--- src/rtl/core/gfyu_pkg.sv ---
`timescale 1ns / 1ps
`default_nettype none
// ----------------------------------------------------------------------------
// gfyu_pkg
// Shared types and constants for the gyro frame yaw unwrap core.
// ----------------------------------------------------------------------------
package gfyu_pkg;

	localparam int TOTAL_WIDTH_DEFAULT = 40;
	localparam int TURN_WIDTH_DEFAULT  = 24;

	// Entries of the queue between front and back.
	localparam int QUEUE_DEPTH = 2;

	localparam logic [7:0] HDR_BYTE   = 8'h55;
	localparam logic [7:0] TYPE_RATE  = 8'h52;
	localparam logic [7:0] TYPE_ANGLE = 8'h53;

	typedef enum logic [2:0] {
		ST_ANGLE_OK     = 3'd0,
		ST_RATE_OK      = 3'd1,
		ST_BAD_HEADER   = 3'd2,
		ST_BAD_SUM      = 3'd3,
		ST_UNKNOWN_TYPE = 3'd4,
		ST_ZERO_SET     = 3'd5
	} status_t;

	// One classified transaction: the outcome plus the two 16-bit words
	// that a good frame may carry (bytes 4/5 and bytes 6/7).
	typedef struct packed {
		status_t     status;
		logic [15:0] word_45;
		logic [15:0] word_67;
	} frame_entry_t;

endpackage
`default_nettype wire

--- src/rtl/core/gfyu_if.sv ---
`timescale 1ns / 1ps
`default_nettype none
// ----------------------------------------------------------------------------
// gfyu_if
// Valid/ready channels: the frame input and the result output.
// ----------------------------------------------------------------------------
interface gfyu_in_if;
	logic       valid;
	logic       ready;
	logic       op;
	logic [7:0] frame_header;
	logic [7:0] frame_type;
	logic [7:0] payload_2;
	logic [7:0] payload_3;
	logic [7:0] payload_4;
	logic [7:0] payload_5;
	logic [7:0] payload_6;
	logic [7:0] payload_7;
	logic [7:0] payload_8;
	logic [7:0] payload_9;
	logic [7:0] frame_sum;

	modport source (
		output valid, op, frame_header, frame_type, payload_2, payload_3, payload_4,
			payload_5, payload_6, payload_7, payload_8, payload_9, frame_sum,
		input  ready
	);
	modport sink (
		input  valid, op, frame_header, frame_type, payload_2, payload_3, payload_4,
			payload_5, payload_6, payload_7, payload_8, payload_9, frame_sum,
		output ready
	);
endinterface

interface gfyu_out_if #(
	parameter int TOTAL_WIDTH = gfyu_pkg::TOTAL_WIDTH_DEFAULT,
	parameter int TURN_WIDTH  = gfyu_pkg::TURN_WIDTH_DEFAULT
);
	logic                          valid;
	logic                          ready;
	logic [2:0]                    status;
	logic signed [15:0]            yaw_raw;
	logic signed [TOTAL_WIDTH-1:0] yaw_total;
	logic signed [TURN_WIDTH-1:0]  wrap_count;
	logic signed [TOTAL_WIDTH:0]   yaw_rel_total;
	logic signed [16:0]            yaw_rel;
	logic signed [15:0]            rate_raw;
	logic signed [15:0]            rate_filtered;

	modport source (
		output valid, status, yaw_raw, yaw_total, wrap_count, yaw_rel_total, yaw_rel,
			rate_raw, rate_filtered,
		input  ready
	);
	modport sink (
		input  valid, status, yaw_raw, yaw_total, wrap_count, yaw_rel_total, yaw_rel,
			rate_raw, rate_filtered,
		output ready
	);
endinterface
`default_nettype wire

--- src/rtl/core/gfyu_front.sv ---
`timescale 1ns / 1ps
`default_nettype none
// ----------------------------------------------------------------------------
// gfyu_front
// Accept transactions and classify them: type, header and checksum tests.
// ----------------------------------------------------------------------------
module gfyu_front (
	gfyu_in_if.sink               item,
	input  wire logic             q_full,
	output logic                  push,
	output gfyu_pkg::frame_entry_t entry
);

	logic [7:0] sum8;

	assign item.ready = !q_full;
	assign push       = item.valid && !q_full;

	// Low byte of the sum over bytes 0..9 (wraps in 8 bits)
	assign sum8 = item.frame_header + item.frame_type + item.payload_2 + item.payload_3
		+ item.payload_4 + item.payload_5 + item.payload_6 + item.payload_7
		+ item.payload_8 + item.payload_9;

	always_comb begin
		entry.word_45 = {item.payload_5, item.payload_4};
		entry.word_67 = {item.payload_7, item.payload_6};
		if (item.op) begin
			entry.status = gfyu_pkg::ST_ZERO_SET;
		end else begin
			unique case (item.frame_type)
				gfyu_pkg::TYPE_ANGLE, gfyu_pkg::TYPE_RATE: begin
					if (item.frame_header != gfyu_pkg::HDR_BYTE) begin
						entry.status = gfyu_pkg::ST_BAD_HEADER;
					end else if (sum8 != item.frame_sum) begin
						entry.status = gfyu_pkg::ST_BAD_SUM;
					end else if (item.frame_type == gfyu_pkg::TYPE_ANGLE) begin
						entry.status = gfyu_pkg::ST_ANGLE_OK;
					end else begin
						entry.status = gfyu_pkg::ST_RATE_OK;
					end
				end
				default: begin
					entry.status = gfyu_pkg::ST_UNKNOWN_TYPE;
				end
			endcase
		end
	end

endmodule
`default_nettype wire

--- src/rtl/core/gfyu_queue.sv ---
`timescale 1ns / 1ps
`default_nettype none
// ----------------------------------------------------------------------------
// gfyu_queue
// Short FIFO of classified transactions between front and back.
// ----------------------------------------------------------------------------
module gfyu_queue (
	input  wire logic                   clk,
	input  wire logic                   arst_n,
	input  wire logic                   push,
	input  wire gfyu_pkg::frame_entry_t push_entry,
	input  wire logic                   pop,
	output logic                        full,
	output logic                        head_valid,
	output gfyu_pkg::frame_entry_t      head_entry
);

	localparam int DEPTH = gfyu_pkg::QUEUE_DEPTH;
	localparam int PTR_W = (DEPTH > 1) ? $clog2(DEPTH) : 1;
	localparam int CNT_W = $clog2(DEPTH + 1);

	gfyu_pkg::frame_entry_t slots_q [DEPTH];
	logic [PTR_W-1:0] wr_ptr_q;
	logic [PTR_W-1:0] rd_ptr_q;
	logic [CNT_W-1:0] count_q;

	assign full       = (count_q == CNT_W'(DEPTH));
	assign head_valid = (count_q != '0);
	assign head_entry = slots_q[rd_ptr_q];

	function automatic logic [PTR_W-1:0] next_ptr(input logic [PTR_W-1:0] p);
		return (p == PTR_W'(DEPTH - 1)) ? '0 : p + 1'b1;
	endfunction

	always_ff @(posedge clk) begin
		if (push) begin
			slots_q[wr_ptr_q] <= push_entry;
		end
	end

	always_ff @(posedge clk or negedge arst_n) begin
		if (!arst_n) begin
			wr_ptr_q <= '0;
			rd_ptr_q <= '0;
			count_q  <= '0;
		end else begin
			if (push) begin
				wr_ptr_q <= next_ptr(wr_ptr_q);
			end
			if (pop) begin
				rd_ptr_q <= next_ptr(rd_ptr_q);
			end
			if (push && !pop) begin
				count_q <= count_q + 1'b1;
			end else if (pop && !push) begin
				count_q <= count_q - 1'b1;
			end
		end
	end

endmodule
`default_nettype wire

--- src/rtl/core/gfyu_back.sv ---
`timescale 1ns / 1ps
`default_nettype none
// ----------------------------------------------------------------------------
// gfyu_back
// Carry out classified transactions: unwrap, turn count, rate capture, zero,
// and the result register with the relative fold.
// ----------------------------------------------------------------------------
module gfyu_back #(
	parameter int TOTAL_WIDTH = gfyu_pkg::TOTAL_WIDTH_DEFAULT,
	parameter int TURN_WIDTH  = gfyu_pkg::TURN_WIDTH_DEFAULT
) (
	input  wire logic                   clk,
	input  wire logic                   arst_n,
	input  wire logic                   q_valid,
	input  wire gfyu_pkg::frame_entry_t q_entry,
	output logic                        pop,
	gfyu_out_if.source                  result
);

	localparam logic signed [TOTAL_WIDTH-1:0] TOTAL_MAX = {1'b0, {(TOTAL_WIDTH-1){1'b1}}};
	localparam logic signed [TOTAL_WIDTH-1:0] TOTAL_MIN = {1'b1, {(TOTAL_WIDTH-1){1'b0}}};
	localparam logic signed [TURN_WIDTH-1:0]  TURN_MAX  = {1'b0, {(TURN_WIDTH-1){1'b1}}};
	localparam logic signed [TURN_WIDTH-1:0]  TURN_MIN  = {1'b1, {(TURN_WIDTH-1){1'b0}}};
	localparam logic signed [16:0]            HALF_TURN = 17'sd32768;
	localparam logic [15:0]                   HALF_CODE = 16'h8000;

	// State after the last committed transaction; doubles as stage-1 data
	logic                          s1_valid_q;
	gfyu_pkg::status_t             status_s1;
	logic signed [15:0]            prev_yaw_q;
	logic                          prev_valid_q;
	logic signed [TOTAL_WIDTH-1:0] total_q;
	logic signed [TURN_WIDTH-1:0]  turns_q;
	logic signed [TOTAL_WIDTH-1:0] zero_q;
	logic                          zero_valid_q;
	logic signed [15:0]            yaw_q;
	logic signed [15:0]            rate_raw_q;
	logic signed [15:0]            rate_filt_q;

	// Result register; the relative fields are also held state
	logic                          out_valid_q;
	gfyu_pkg::status_t             status_s2;
	logic signed [15:0]            yaw_s2;
	logic signed [TOTAL_WIDTH-1:0] total_s2;
	logic signed [TURN_WIDTH-1:0]  turns_s2;
	logic signed [TOTAL_WIDTH:0]   rel_total_s2;
	logic signed [16:0]            rel_yaw_s2;
	logic signed [15:0]            rate_raw_s2;
	logic signed [15:0]            rate_filt_s2;

	logic                          advance_s2;
	logic signed [15:0]            curr_yaw;
	logic signed [16:0]            delta;
	logic                          wrap_dn;
	logic                          wrap_up;
	logic signed [16:0]            delta_adj;
	logic signed [TOTAL_WIDTH:0]   total_sum;
	logic signed [TOTAL_WIDTH-1:0] total_sat;
	logic signed [TOTAL_WIDTH-1:0] angle_total;
	logic signed [TURN_WIDTH-1:0]  angle_turns;
	logic signed [TOTAL_WIDTH:0]   rel_total;
	logic [15:0]                   rel_low;
	logic signed [16:0]            rel_fold;

	assign advance_s2 = s1_valid_q && (!out_valid_q || result.ready);
	assign pop        = q_valid && (!s1_valid_q || advance_s2);

	// Unwrap step
	assign curr_yaw = $signed(q_entry.word_67);
	assign delta    = {curr_yaw[15], curr_yaw} - {prev_yaw_q[15], prev_yaw_q};
	assign wrap_dn  = (delta > HALF_TURN);
	assign wrap_up  = (delta < -HALF_TURN);
	// A full turn is 2^16; in 17 bits adding or subtracting it flips bit 16
	assign delta_adj = (wrap_dn || wrap_up) ? {~delta[16], delta[15:0]} : delta;
	assign total_sum = {total_q[TOTAL_WIDTH-1], total_q}
		+ {{(TOTAL_WIDTH-16){delta_adj[16]}}, delta_adj};

	always_comb begin
		if (total_sum[TOTAL_WIDTH] != total_sum[TOTAL_WIDTH-1]) begin
			total_sat = total_sum[TOTAL_WIDTH] ? TOTAL_MIN : TOTAL_MAX;
		end else begin
			total_sat = total_sum[TOTAL_WIDTH-1:0];
		end
	end

	always_comb begin
		if (!prev_valid_q) begin
			angle_total = {{(TOTAL_WIDTH-16){curr_yaw[15]}}, curr_yaw};
			angle_turns = '0;
		end else begin
			angle_total = total_sat;
			if (wrap_dn) begin
				angle_turns = (turns_q == TURN_MIN) ? TURN_MIN : turns_q - 1'b1;
			end else if (wrap_up) begin
				angle_turns = (turns_q == TURN_MAX) ? TURN_MAX : turns_q + 1'b1;
			end else begin
				angle_turns = turns_q;
			end
		end
	end

	always_ff @(posedge clk or negedge arst_n) begin
		if (!arst_n) begin
			s1_valid_q   <= 1'b0;
			status_s1    <= gfyu_pkg::ST_ANGLE_OK;
			prev_yaw_q   <= '0;
			prev_valid_q <= 1'b0;
			total_q      <= '0;
			turns_q      <= '0;
			zero_q       <= '0;
			zero_valid_q <= 1'b0;
			yaw_q        <= '0;
			rate_raw_q   <= '0;
			rate_filt_q  <= '0;
		end else begin
			if (pop) begin
				s1_valid_q <= 1'b1;
			end else if (advance_s2) begin
				s1_valid_q <= 1'b0;
			end
			if (pop) begin
				status_s1 <= q_entry.status;
				unique case (q_entry.status)
					gfyu_pkg::ST_ZERO_SET: begin
						// No angle yet: re-arm the automatic zero instead
						zero_q       <= prev_valid_q ? total_q : '0;
						zero_valid_q <= prev_valid_q;
					end
					gfyu_pkg::ST_ANGLE_OK: begin
						prev_yaw_q   <= curr_yaw;
						prev_valid_q <= 1'b1;
						yaw_q        <= curr_yaw;
						total_q      <= angle_total;
						turns_q      <= angle_turns;
						if (!zero_valid_q) begin
							zero_q       <= angle_total;
							zero_valid_q <= 1'b1;
						end
					end
					gfyu_pkg::ST_RATE_OK: begin
						rate_raw_q  <= $signed(q_entry.word_45);
						rate_filt_q <= $signed(q_entry.word_67);
					end
					default: begin
						// Rejected frame: hold all state
					end
				endcase
			end
		end
	end

	// Relative total and fold into plus or minus a half turn
	assign rel_total = {total_q[TOTAL_WIDTH-1], total_q} - {zero_q[TOTAL_WIDTH-1], zero_q};
	assign rel_low   = rel_total[15:0];
	assign rel_fold  = ((rel_low > HALF_CODE) || ((rel_low == HALF_CODE) && rel_total[TOTAL_WIDTH]))
		? {1'b1, rel_low} : {1'b0, rel_low};

	always_ff @(posedge clk or negedge arst_n) begin
		if (!arst_n) begin
			out_valid_q  <= 1'b0;
			status_s2    <= gfyu_pkg::ST_ANGLE_OK;
			yaw_s2       <= '0;
			total_s2     <= '0;
			turns_s2     <= '0;
			rel_total_s2 <= '0;
			rel_yaw_s2   <= '0;
			rate_raw_s2  <= '0;
			rate_filt_s2 <= '0;
		end else begin
			if (advance_s2) begin
				out_valid_q <= 1'b1;
			end else if (result.ready) begin
				out_valid_q <= 1'b0;
			end
			if (advance_s2) begin
				status_s2    <= status_s1;
				yaw_s2       <= yaw_q;
				total_s2     <= total_q;
				turns_s2     <= turns_q;
				rate_raw_s2  <= rate_raw_q;
				rate_filt_s2 <= rate_filt_q;
				unique case (status_s1)
					gfyu_pkg::ST_ANGLE_OK: begin
						rel_total_s2 <= rel_total;
						rel_yaw_s2   <= rel_fold;
					end
					gfyu_pkg::ST_ZERO_SET: begin
						rel_total_s2 <= '0;
						rel_yaw_s2   <= '0;
					end
					default: begin
						// Hold the last relative values
					end
				endcase
			end
		end
	end

	assign result.valid         = out_valid_q;
	assign result.status        = status_s2;
	assign result.yaw_raw       = yaw_s2;
	assign result.yaw_total     = total_s2;
	assign result.wrap_count    = turns_s2;
	assign result.yaw_rel_total = rel_total_s2;
	assign result.yaw_rel       = rel_yaw_s2;
	assign result.rate_raw      = rate_raw_s2;
	assign result.rate_filtered = rate_filt_s2;

endmodule
`default_nettype wire

--- src/rtl/core/gyro_frame_yaw_unwrap_core.sv ---
`timescale 1ns / 1ps
`default_nettype none
// ----------------------------------------------------------------------------
// gyro_frame_yaw_unwrap_core
// Gyro frame decoder with yaw unwrap, turn count and software zero.
// ----------------------------------------------------------------------------
// Each input transaction is either one 11-byte sensor frame (op = 0) or a
// set-zero command (op = 1), and each produces exactly one result
// transaction, in order. The block takes one transaction per clock while
// the queue has room; a result passes through the queue, the commit stage
// and the result register, and a stalled output backs up through the
// result register, the commit stage and a two-entry queue, four
// transactions in all, before the input ready drops. Angle frames
// (type 0x53) unwrap a signed 16-bit yaw (180/32768 degree per unit) into
// a saturating total and turn count; rate frames (type 0x52) latch a raw
// and a filtered z rate. Frames with an unknown type, a bad header or a
// bad checksum change nothing and report their status with the held
// values. The first angle frame sets the zero automatically; set-zero
// takes the current total as the new zero, or re-arms the automatic zero
// if no angle has arrived. yaw_rel is the relative total folded into
// plus or minus a half turn.
// ----------------------------------------------------------------------------
module gyro_frame_yaw_unwrap_core #(
	parameter int TOTAL_WIDTH = gfyu_pkg::TOTAL_WIDTH_DEFAULT,
	parameter int TURN_WIDTH  = gfyu_pkg::TURN_WIDTH_DEFAULT
) (
	input  wire logic  clk,
	input  wire logic  arst_n,
	gfyu_in_if.sink    item,
	gfyu_out_if.source result
);

	// Classified transactions waiting for the back end
	gfyu_pkg::frame_entry_t push_entry;
	gfyu_pkg::frame_entry_t head_entry;
	logic                   push;
	logic                   pop;
	logic                   q_full;
	logic                   head_valid;

	// Front: accept while the queue has room, classify in the same cycle
	gfyu_front u_front (
		.item   (item),
		.q_full (q_full),
		.push   (push),
		.entry  (push_entry)
	);

	// Queue: lets the front keep accepting while the back waits on output
	gfyu_queue u_queue (
		.clk        (clk),
		.arst_n     (arst_n),
		.push       (push),
		.push_entry (push_entry),
		.pop        (pop),
		.full       (q_full),
		.head_valid (head_valid),
		.head_entry (head_entry)
	);

	// Back: commit state in stage 1, fold and register the result in stage 2
	gfyu_back #(
		.TOTAL_WIDTH (TOTAL_WIDTH),
		.TURN_WIDTH  (TURN_WIDTH)
	) u_back (
		.clk     (clk),
		.arst_n  (arst_n),
		.q_valid (head_valid),
		.q_entry (head_entry),
		.pop     (pop),
		.result  (result)
	);

endmodule
`default_nettype wire

--- src/flat_wrapper.sv ---
// flat-port wrapper written by rule: the top's interface ports become plain ports
module gyro_frame_yaw_unwrap_core_flat 
#(
	parameter int TOTAL_WIDTH = gfyu_pkg::TOTAL_WIDTH_DEFAULT,
	parameter int TURN_WIDTH  = gfyu_pkg::TURN_WIDTH_DEFAULT
)
  (clk, arst_n, item_valid, item_op, item_frame_header, item_frame_type, item_payload_2, item_payload_3, item_payload_4, item_payload_5, item_payload_6, item_payload_7, item_payload_8, item_payload_9, item_frame_sum, item_ready, result_valid, result_status, result_yaw_raw, result_yaw_total, result_wrap_count, result_yaw_rel_total, result_yaw_rel, result_rate_raw, result_rate_filtered, result_ready);
  gfyu_in_if item_i ();
  gfyu_out_if #(.TOTAL_WIDTH(TOTAL_WIDTH), .TURN_WIDTH(TURN_WIDTH)) result_i ();
  input  wire logic clk;
  input  wire logic arst_n;
  input wire logic [$bits(item_i.valid)-1:0] item_valid;
  input wire logic [$bits(item_i.op)-1:0] item_op;
  input wire logic [$bits(item_i.frame_header)-1:0] item_frame_header;
  input wire logic [$bits(item_i.frame_type)-1:0] item_frame_type;
  input wire logic [$bits(item_i.payload_2)-1:0] item_payload_2;
  input wire logic [$bits(item_i.payload_3)-1:0] item_payload_3;
  input wire logic [$bits(item_i.payload_4)-1:0] item_payload_4;
  input wire logic [$bits(item_i.payload_5)-1:0] item_payload_5;
  input wire logic [$bits(item_i.payload_6)-1:0] item_payload_6;
  input wire logic [$bits(item_i.payload_7)-1:0] item_payload_7;
  input wire logic [$bits(item_i.payload_8)-1:0] item_payload_8;
  input wire logic [$bits(item_i.payload_9)-1:0] item_payload_9;
  input wire logic [$bits(item_i.frame_sum)-1:0] item_frame_sum;
  output wire logic [$bits(item_i.ready)-1:0] item_ready;
  output wire logic [$bits(result_i.valid)-1:0] result_valid;
  output wire logic [$bits(result_i.status)-1:0] result_status;
  output wire logic [$bits(result_i.yaw_raw)-1:0] result_yaw_raw;
  output wire logic [$bits(result_i.yaw_total)-1:0] result_yaw_total;
  output wire logic [$bits(result_i.wrap_count)-1:0] result_wrap_count;
  output wire logic [$bits(result_i.yaw_rel_total)-1:0] result_yaw_rel_total;
  output wire logic [$bits(result_i.yaw_rel)-1:0] result_yaw_rel;
  output wire logic [$bits(result_i.rate_raw)-1:0] result_rate_raw;
  output wire logic [$bits(result_i.rate_filtered)-1:0] result_rate_filtered;
  input wire logic [$bits(result_i.ready)-1:0] result_ready;
  assign item_i.valid = item_valid;
  assign item_i.op = item_op;
  assign item_i.frame_header = item_frame_header;
  assign item_i.frame_type = item_frame_type;
  assign item_i.payload_2 = item_payload_2;
  assign item_i.payload_3 = item_payload_3;
  assign item_i.payload_4 = item_payload_4;
  assign item_i.payload_5 = item_payload_5;
  assign item_i.payload_6 = item_payload_6;
  assign item_i.payload_7 = item_payload_7;
  assign item_i.payload_8 = item_payload_8;
  assign item_i.payload_9 = item_payload_9;
  assign item_i.frame_sum = item_frame_sum;
  assign item_ready = item_i.ready;
  assign result_valid = result_i.valid;
  assign result_status = result_i.status;
  assign result_yaw_raw = result_i.yaw_raw;
  assign result_yaw_total = result_i.yaw_total;
  assign result_wrap_count = result_i.wrap_count;
  assign result_yaw_rel_total = result_i.yaw_rel_total;
  assign result_yaw_rel = result_i.yaw_rel;
  assign result_rate_raw = result_i.rate_raw;
  assign result_rate_filtered = result_i.rate_filtered;
  assign result_i.ready = result_ready;
  gyro_frame_yaw_unwrap_core #(.TOTAL_WIDTH(TOTAL_WIDTH), .TURN_WIDTH(TURN_WIDTH)) u_core (.clk(clk), .arst_n(arst_n), .item(item_i), .result(result_i));
endmodule
--- config.mk ---
export PLATFORM = sky130hd
export DESIGN_NAME = gyro_frame_yaw_unwrap_core_flat
export DESIGN_NICKNAME = d
export VERILOG_FILES = /design/src/rtl/core/gfyu_pkg.sv /design/src/rtl/core/gfyu_if.sv /design/src/rtl/core/gfyu_front.sv /design/src/rtl/core/gfyu_queue.sv /design/src/rtl/core/gfyu_back.sv /design/src/rtl/core/gyro_frame_yaw_unwrap_core.sv /design/src/flat_wrapper.sv
export SDC_FILE = /design/constraint.sdc
export NUM_CORES = 1
export LEC_CHECK = 0
export ABC_AREA = 0
export BUFFER_PORTS_ARGS = -buffer_cell sky130_fd_sc_hd__buf_2
export CORE_ASPECT_RATIO = 0.7
export CORE_UTILIZATION = 54
export DETAILED_ROUTE_END_ITERATION = 7
export MAX_ROUTING_LAYER = met4
export PLACE_DENSITY = 0.77
export SYNTH_ARGS = -nofsm -noshare
export SYNTH_HDL_FRONTEND = slang
export SYNTH_SLANG_ARGS = --single-unit
--- constraint.sdc ---
create_clock -name clk -period 7.6 [get_ports clk]
set_clock_uncertainty 0.05 [all_clocks]
set_input_delay 1.52 -clock clk [delete_from_list [all_inputs] [get_ports clk]]
set_output_delay 1.52 -clock clk [all_outputs]
set_load 0.01 [all_outputs]
Word level (Yosys, flattened, before mapping)

Memory sizes are Yosys's and may differ from the RTL's.
Index checks and enable logic that the tools add are counted.

Add/subtract/negate cells: 18
$mul: 0
Div/mod/pow operators: 0
Magnitude comparators: 3
Eq/ne operators: 14
Shift-type cells: 0
Mux-type cells: 31
Bitwise operators: 1
Reductions and logical operators: 30

Operators by type and width:

| kind                    | number |
|---|---|
| $mux W40                | 5 |
| $mux W24                | 5 |
| $pmux W41 S2            | 1 |
| $pmux W40 S2            | 1 |
| $add A8 B8 Y8           | 9 |
| $eq A24 B24 Y1 const B  | 2 |
| $add A40 B17 Y41        | 1 |
| $sub A40 B40 Y41        | 1 |
| $mux W17                | 2 |
| $pmux W17 S2            | 1 |
| $add A24 B1 Y24 const B | 1 |
| $sub A24 B1 Y24 const B | 1 |
| $gt A17 B17 Y1 const B  | 1 |
| $lt A17 B16 Y1 const B  | 1 |
| $sub A16 B16 Y17        | 1 |
| $eq A16 B16 Y1 const B  | 1 |
| $eq A8 B7 Y1 const B    | 2 |
| $gt A16 B16 Y1 const B  | 1 |
| $reduce_bool A2 Y1      | 6 |
| $mux W1                 | 9 |
| $mux W2                 | 4 |
| $ne A8 B7 Y1 const B    | 1 |
| $ne A8 B8 Y1            | 1 |
| $reduce_and A2 Y1       | 4 |
| other kinds (18)        | 35 |

Register bits after elaboration: 336
Latch bits: 0
Bits in writable memories: 70
Bits in read-only memories: 0
Input port bits: 93
Output and inout bits: 175
Logic and storage cells: 120
Memories kept: 1

Memories:

| name                   | depth | width | rd ports | clocked after memory_dff | write ports | line             | text |
|---|---|---|---|---|---|---|---|
| u_core.u_queue.slots_q | 2     | 35    | 1        | 0                        | 1           | gfyu_queue.sv:22 | `gfyu_pkg::frame_entry_t slots_q [DEPTH];` |

Logic depth before layout (Yosys ltp)

Depth after elaboration: 14
Mapped depth: 29
Mapped depth without buffers: 24

Hierarchy

A second synthesis with hierarchy kept.

Cells, all modules: 2398
Area, all modules: 24104.4 um^2

Modules (own cells, without submodules):

| module     | instances | cells each | area an instance (um^2) | seq. area each (um^2) |
|---|---|---|---|---|
| gfyu_back  | 1         | 2075       | 19252.2                 | 7907.6 |
| gfyu_queue | 1         | 125        | 2865.2                  | 2202.1 |
| gfyu_front | 1         | 198        | 1986.9                  | 0.0 |

Worst setup path after synthesis

OpenSTA, ideal clock, no wires.

Kind: register -> register
From: reg u_core.u_queue.rd_ptr_q
To: reg u_core.u_back.zero_q[29]
Library setup time: 0.083 ns
Arrival time: 7.542 ns
Slack: -0.074 ns
Cell stages (with the launch flop): 30
Path buffers: 5
Period minus slack after synthesis: 7.674 ns
Cell sequence: dfrtp_1 clkbuf_1 clkbuf_1 buf_1 mux2i_1 ha_1 inv_1 fa_1 a21o_1 a21oi_1 o21ai_1 and3_1 o41ai_4 xnor2_1 or4_4 o21a_1 ha_1 clkbuf_1 nand4_1 o221ai_1 a21oi_1 o32ai_1 a2bb2oi_1 a21oi_1 nor4_4 a21o_1 buf_2 a21oi_1 a211o_1 o21ai_0

Cells in the longest elaborated chain, start to end: 11

RTL lines:

| item                                                    | line                             | text |
|---|---|---|
| start: declaration                                      | gfyu_queue.sv:24                 | `logic [PTR_W-1:0] rd_ptr_q;` |
| start signal: assignment                                | gfyu_queue.sv:51                 | `rd_ptr_q <= next_ptr(rd_ptr_q);` |
| $mem_v2 Z2 W35 *                                        | -                                |  |
| $sub A16 B16 Y17                                        | gfyu_back.sv:70                  | `assign delta = {curr_yaw[15], curr_yaw} - {prev_yaw_q[15], prev_yaw_q};` |
| $gt A17 B17 Y1 / $lt A17 B16 Y1 (equally long branches) | gfyu_back.sv:71, gfyu_back.sv:72 |  |
| $logic_or A1 B1 Y1                                      | gfyu_back.sv:74                  | `assign delta_adj = (wrap_dn \|\| wrap_up) ? {~delta[16], delta[15:0]} : delta;` |
| $mux W17                                                | gfyu_back.sv:74                  |  |
| $add A40 B17 Y41                                        | gfyu_back.sv:76                  | `+ {{(TOTAL_WIDTH-16){delta_adj[16]}}, delta_adj};` |
| $mux W40 / $ne A1 B1 Y1 (equally long branches)         | gfyu_back.sv:80, gfyu_back.sv:79 |  |
| $mux W40                                                | gfyu_back.sv:79                  | `if (total_sum[TOTAL_WIDTH] != total_sum[TOTAL_WIDTH-1]) begin` |
| $mux W40                                                | gfyu_back.sv:87                  | `if (!prev_valid_q) begin` |
| $mux W40                                                | gfyu_back.sv:135                 | `if (!zero_valid_q) begin` |
| $pmux W40 S2                                            | gfyu_back.sv:123                 | `unique case (q_entry.status)` |
| end signal: assignment                                  | gfyu_back.sv:126                 | `zero_q <= prev_valid_q ? total_q : '0;` |
| end signal: assignment                                  | gfyu_back.sv:136                 | `zero_q <= angle_total;` |
| end: declaration                                        | gfyu_back.sv:34                  | `logic signed [TOTAL_WIDTH-1:0] zero_q;` |

Mark *: on every way between the ends. The rest lies on a longest branch, timed or not. The select of a mux whose other input is x is not followed.
A chain may end at the register's enable or synchronous reset.

==> reports/metrics.csv <==
stage;metric;value;unit
clock_network;number of H-tree levels;2;
final_layout;Total Nets Final;2828;
sta;Worst Tran Pin Value;1.376;ns
synth;mean instance size in the synthesized netlist;9.897;sq um
sta;top achievable clock speed;0.1420;GHz
die;Die Outline Area;0.04394;sq mm
clock_network;root buf cell;clkbuf_16;
setup_path;Worst Setup Start Kind;flop;
placed_design;number of input and output port buffers inserted;267;
synth;instance count of the mapped netlist;2351;
final_layout;fraction of layout cells with a size suffix above 1;19.03;%
worst_hold_path;path category of the worst min-delay check;flop to flop;
setup_path;data arrival at the endpoint of the critical path;7.46;ns
clock_network;CTS Buf Count;41;
placed_design;post-place instance area;0.02507;sq mm
final_layout;multi-input logic area;0.01205;sq mm
die;Std-Cell Core Area;0.04241;sq mm
die;Core Rows;63;
die;die height;175.7;um
grt;number of global-route vias before repair;18162;
grt;global-route wire length before repair;102600;um
setup_path;crit path max fanout;23;
route;mean number of vias per cell;6.021;
synth;sequential area share after synthesis;43.45;%
sta;post-route setup TNS;0;ns
synth;number of synthesized flops with an enable pin;70;
route;detail-routed net length per standard cell;20.64;um
route;DR pass1 iterations;5;
sta;final worst path period share;92.69;%
clock_network;insertion delay to the later sink of the worst-skew pair;0.56;ns
sta;max-slew violations;0;
sta;fin crit period;7.045;ns
die;total I/O pin count;268;
die;Starting Density;54.87;%
synth;proportion of synthesized flip-flops having asynchronous set or reset;82.05;%
route;remaining antenna violation count after routing;0;
final_layout;P&R area growth vs syn;13.66;%
die;Chip Width;250.1;um
grt;overall routing resource usage;30.57;%
grt;initial antenna violation count;1;
synth;Synth warnings;0;
clock_network;TritonCTS clock tree;built;
final_layout;design area;0.02645;sq mm
final_layout;Layout Utilization;62.36;%
sta;hold violation total from the final report;0;
sta;worst hold slack across all endpoints;0.4208;ns
route;initial detailed-routing violation count;1868;
setup_path;Worst Setup End Kind;flop;
route;number of remaining DRC errors;0;
route;total number of vias;18954;
sta;setup repair after global routing missed its margin;false;
route;routed wire length;64970;um
run_status;status;finished clean;
clock_network;Post-CTS Hold Buffers;0;
sta;normalized max-slew margin;7.287;%
clock_network;maximum count of clock buffers along a single path;3;
job;number of max-cap violations;0;
placed_design;HPWL after DPL;48730;um
clock_network;clock sink count;390;
final_layout;number of fill cells;3492;
sta;setup violation total in the final timing report;0;
synth;syn_nets;2612;
synth;number of different library cells in the post-synthesis netlist;81;
clock_network;Reg clk slew, reported paths;0.06;ns
grt;maximum number of pins on one net before global-route repair;165;
final_layout;flip-flop and latch area;0.01011;sq mm
synth;main flop type after synthesis;dfrtp_1;
synth;Cell Area, Synth;0.02327;sq mm
synth;post-synthesis sequential element count;390;
final_layout;diode insertion count for antenna repair;0;
placed_design;RD Place Congestion;0.9963;
setup_path;Required @ worst endpoint;8.02;ns
grt;sum of overflow across all layers after global routing;0;
setup_path;category of the critical setup timing path;flop to flop;
## through the flow
stage                     worst slack (ns)  cells
after floorplan                     0.1182   2351
after global routing               0.01000   3148
after CTS                           0.6016   3148
after global placement              0.7101   3076
final                               0.5554   3148
after detailed placement            0.6652   3076
## registers in the layout (all words and copies together), names as in the netlist, 24 cells and up
| signal | count |
|---|---|
| u_core.u_queue.slots_q | 70 |
| u_core.u_back.result.yaw_rel_total | 41 |
| u_core.u_back.result.yaw_total | 40 |
| u_core.u_back.total_q | 40 |
| u_core.u_back.zero_q | 40 |
| u_core.u_back.result.wrap_count | 24 |
| u_core.u_back.turns_q | 24 |
## cells in the mapped netlist (53+ instances only)
cell type	number	area, sq um
nand2_1	211	792.0
edfxtp_1	70	2102
clkbuf_1	99	371.6
o21ai_0	205	1026
a21oi_1	185	925.9
fa_1	53	1061
dfrtp_1	320	8008
a21o_1	62	465.5
ha_1	115	1439
nand3_1	54	270.3
nor2_1	120	450.4
xnor2_1	78	683.2
inv_1	162	608.1
mux2_2	93	1047
## placed cells by master, fill, tap and decap left out, drive strengths merged, types with 53 or more instances in the layout
cell	instances
nand2	211
a21o	62
buf	301
xnor2	78
dfrtp	320
nand3	54
mux2	93
ha	115
fa	53
o21ai	215
a21oi	186
edfxtp	70
nor2	121
inv	164
## layer usage
metal / track usage (%) / wire length (um)
met5: - / 0
met4: 6.237 / 1058
met3: 5.231 / 5444
met2: 44.28 / 27940
met1: 45.08 / 30530
## logic make-up (layout without fill, tap and decap cells)
logic type / count (synthesis) / after routing / share of synthesized area [%]
AOI/OAI and AO/OA: 690 / 690 / 18.55
xor gates and xnor gates: 125 / 125 / 4.705
adders and majority gates: 168 / 168 / 10.74
buffers and inverters: 290 / 535 / 5.023
DFF: 390 / 390 / 43.45
muxes: 136 / 136 / 6.351
and+or+nand+nor: 552 / 552 / 11.18
## worst paths after layout
check | startpoint | to | slack [ns] | depth (start not counted)
setup reg to reg | u_core.u_queue.rd_ptr_q | u_core.u_back.zero_q[25] | 0.56 | 26
min in group asynchronous | arst_n | u_core.u_back.result.yaw_rel_total[25] | 0.91 | 1
max in group asynchronous | arst_n | u_core.u_back.rate_raw_q[14] | 5.16 | 2
hold / removal | u_core.u_back.result.yaw_rel_total[23] | u_core.u_back.result.yaw_rel_total[23] | 0.42 | 2
hold reg to reg | u_core.u_back.result.yaw_rel_total[23] | u_core.u_back.result.yaw_rel_total[23] | 0.42 | 2
setup / recovery | u_core.u_queue.rd_ptr_q | u_core.u_back.zero_q[25] | 0.56 | 26
## what timing repair did
item	4_1_cts	5_1_grt
resized for setup	0	3
endpoints found under the setup margin	0	3
setup buffers	0	0
## cell type report
type	count	area share, %
repair buffers	301	6.150
clock inverters	21	0.9084
inverters	162	2.299
flip-flops and latches	390	38.23
clock buffers	51	4.253
well taps	552	2.612
multi-input cells	1671	45.55
## worst max-delay path, stage by stage (launching register included)
cell,delay (ns)
dfrtp_2,0.44
buf_12,0.23
mux2i_1,0.37
inv_1,0.19
ha_1,0.27
a21o_1,0.18
a21o_1,0.19
a21o_1,0.22
a21o_1,0.24
o41ai_4,0.26
xnor2_1,0.19
or4_4,0.62
o21a_1,0.42
buf_4,0.29
ha_1,0.23
a21o_1,0.19
a21o_1,0.18
a211oi_1,0.34
o21ai_1,0.20
nand2_1,0.14
a21oi_1,0.14
or3_1,0.39
a21oi_1,0.14
buf_4,0.29
a21oi_1,0.14
a211o_1,0.30
o21ai_0,0.07
Power is not shown: default switching activity piles up to over one toggle a cycle in this logic, so the estimate is an artifact.
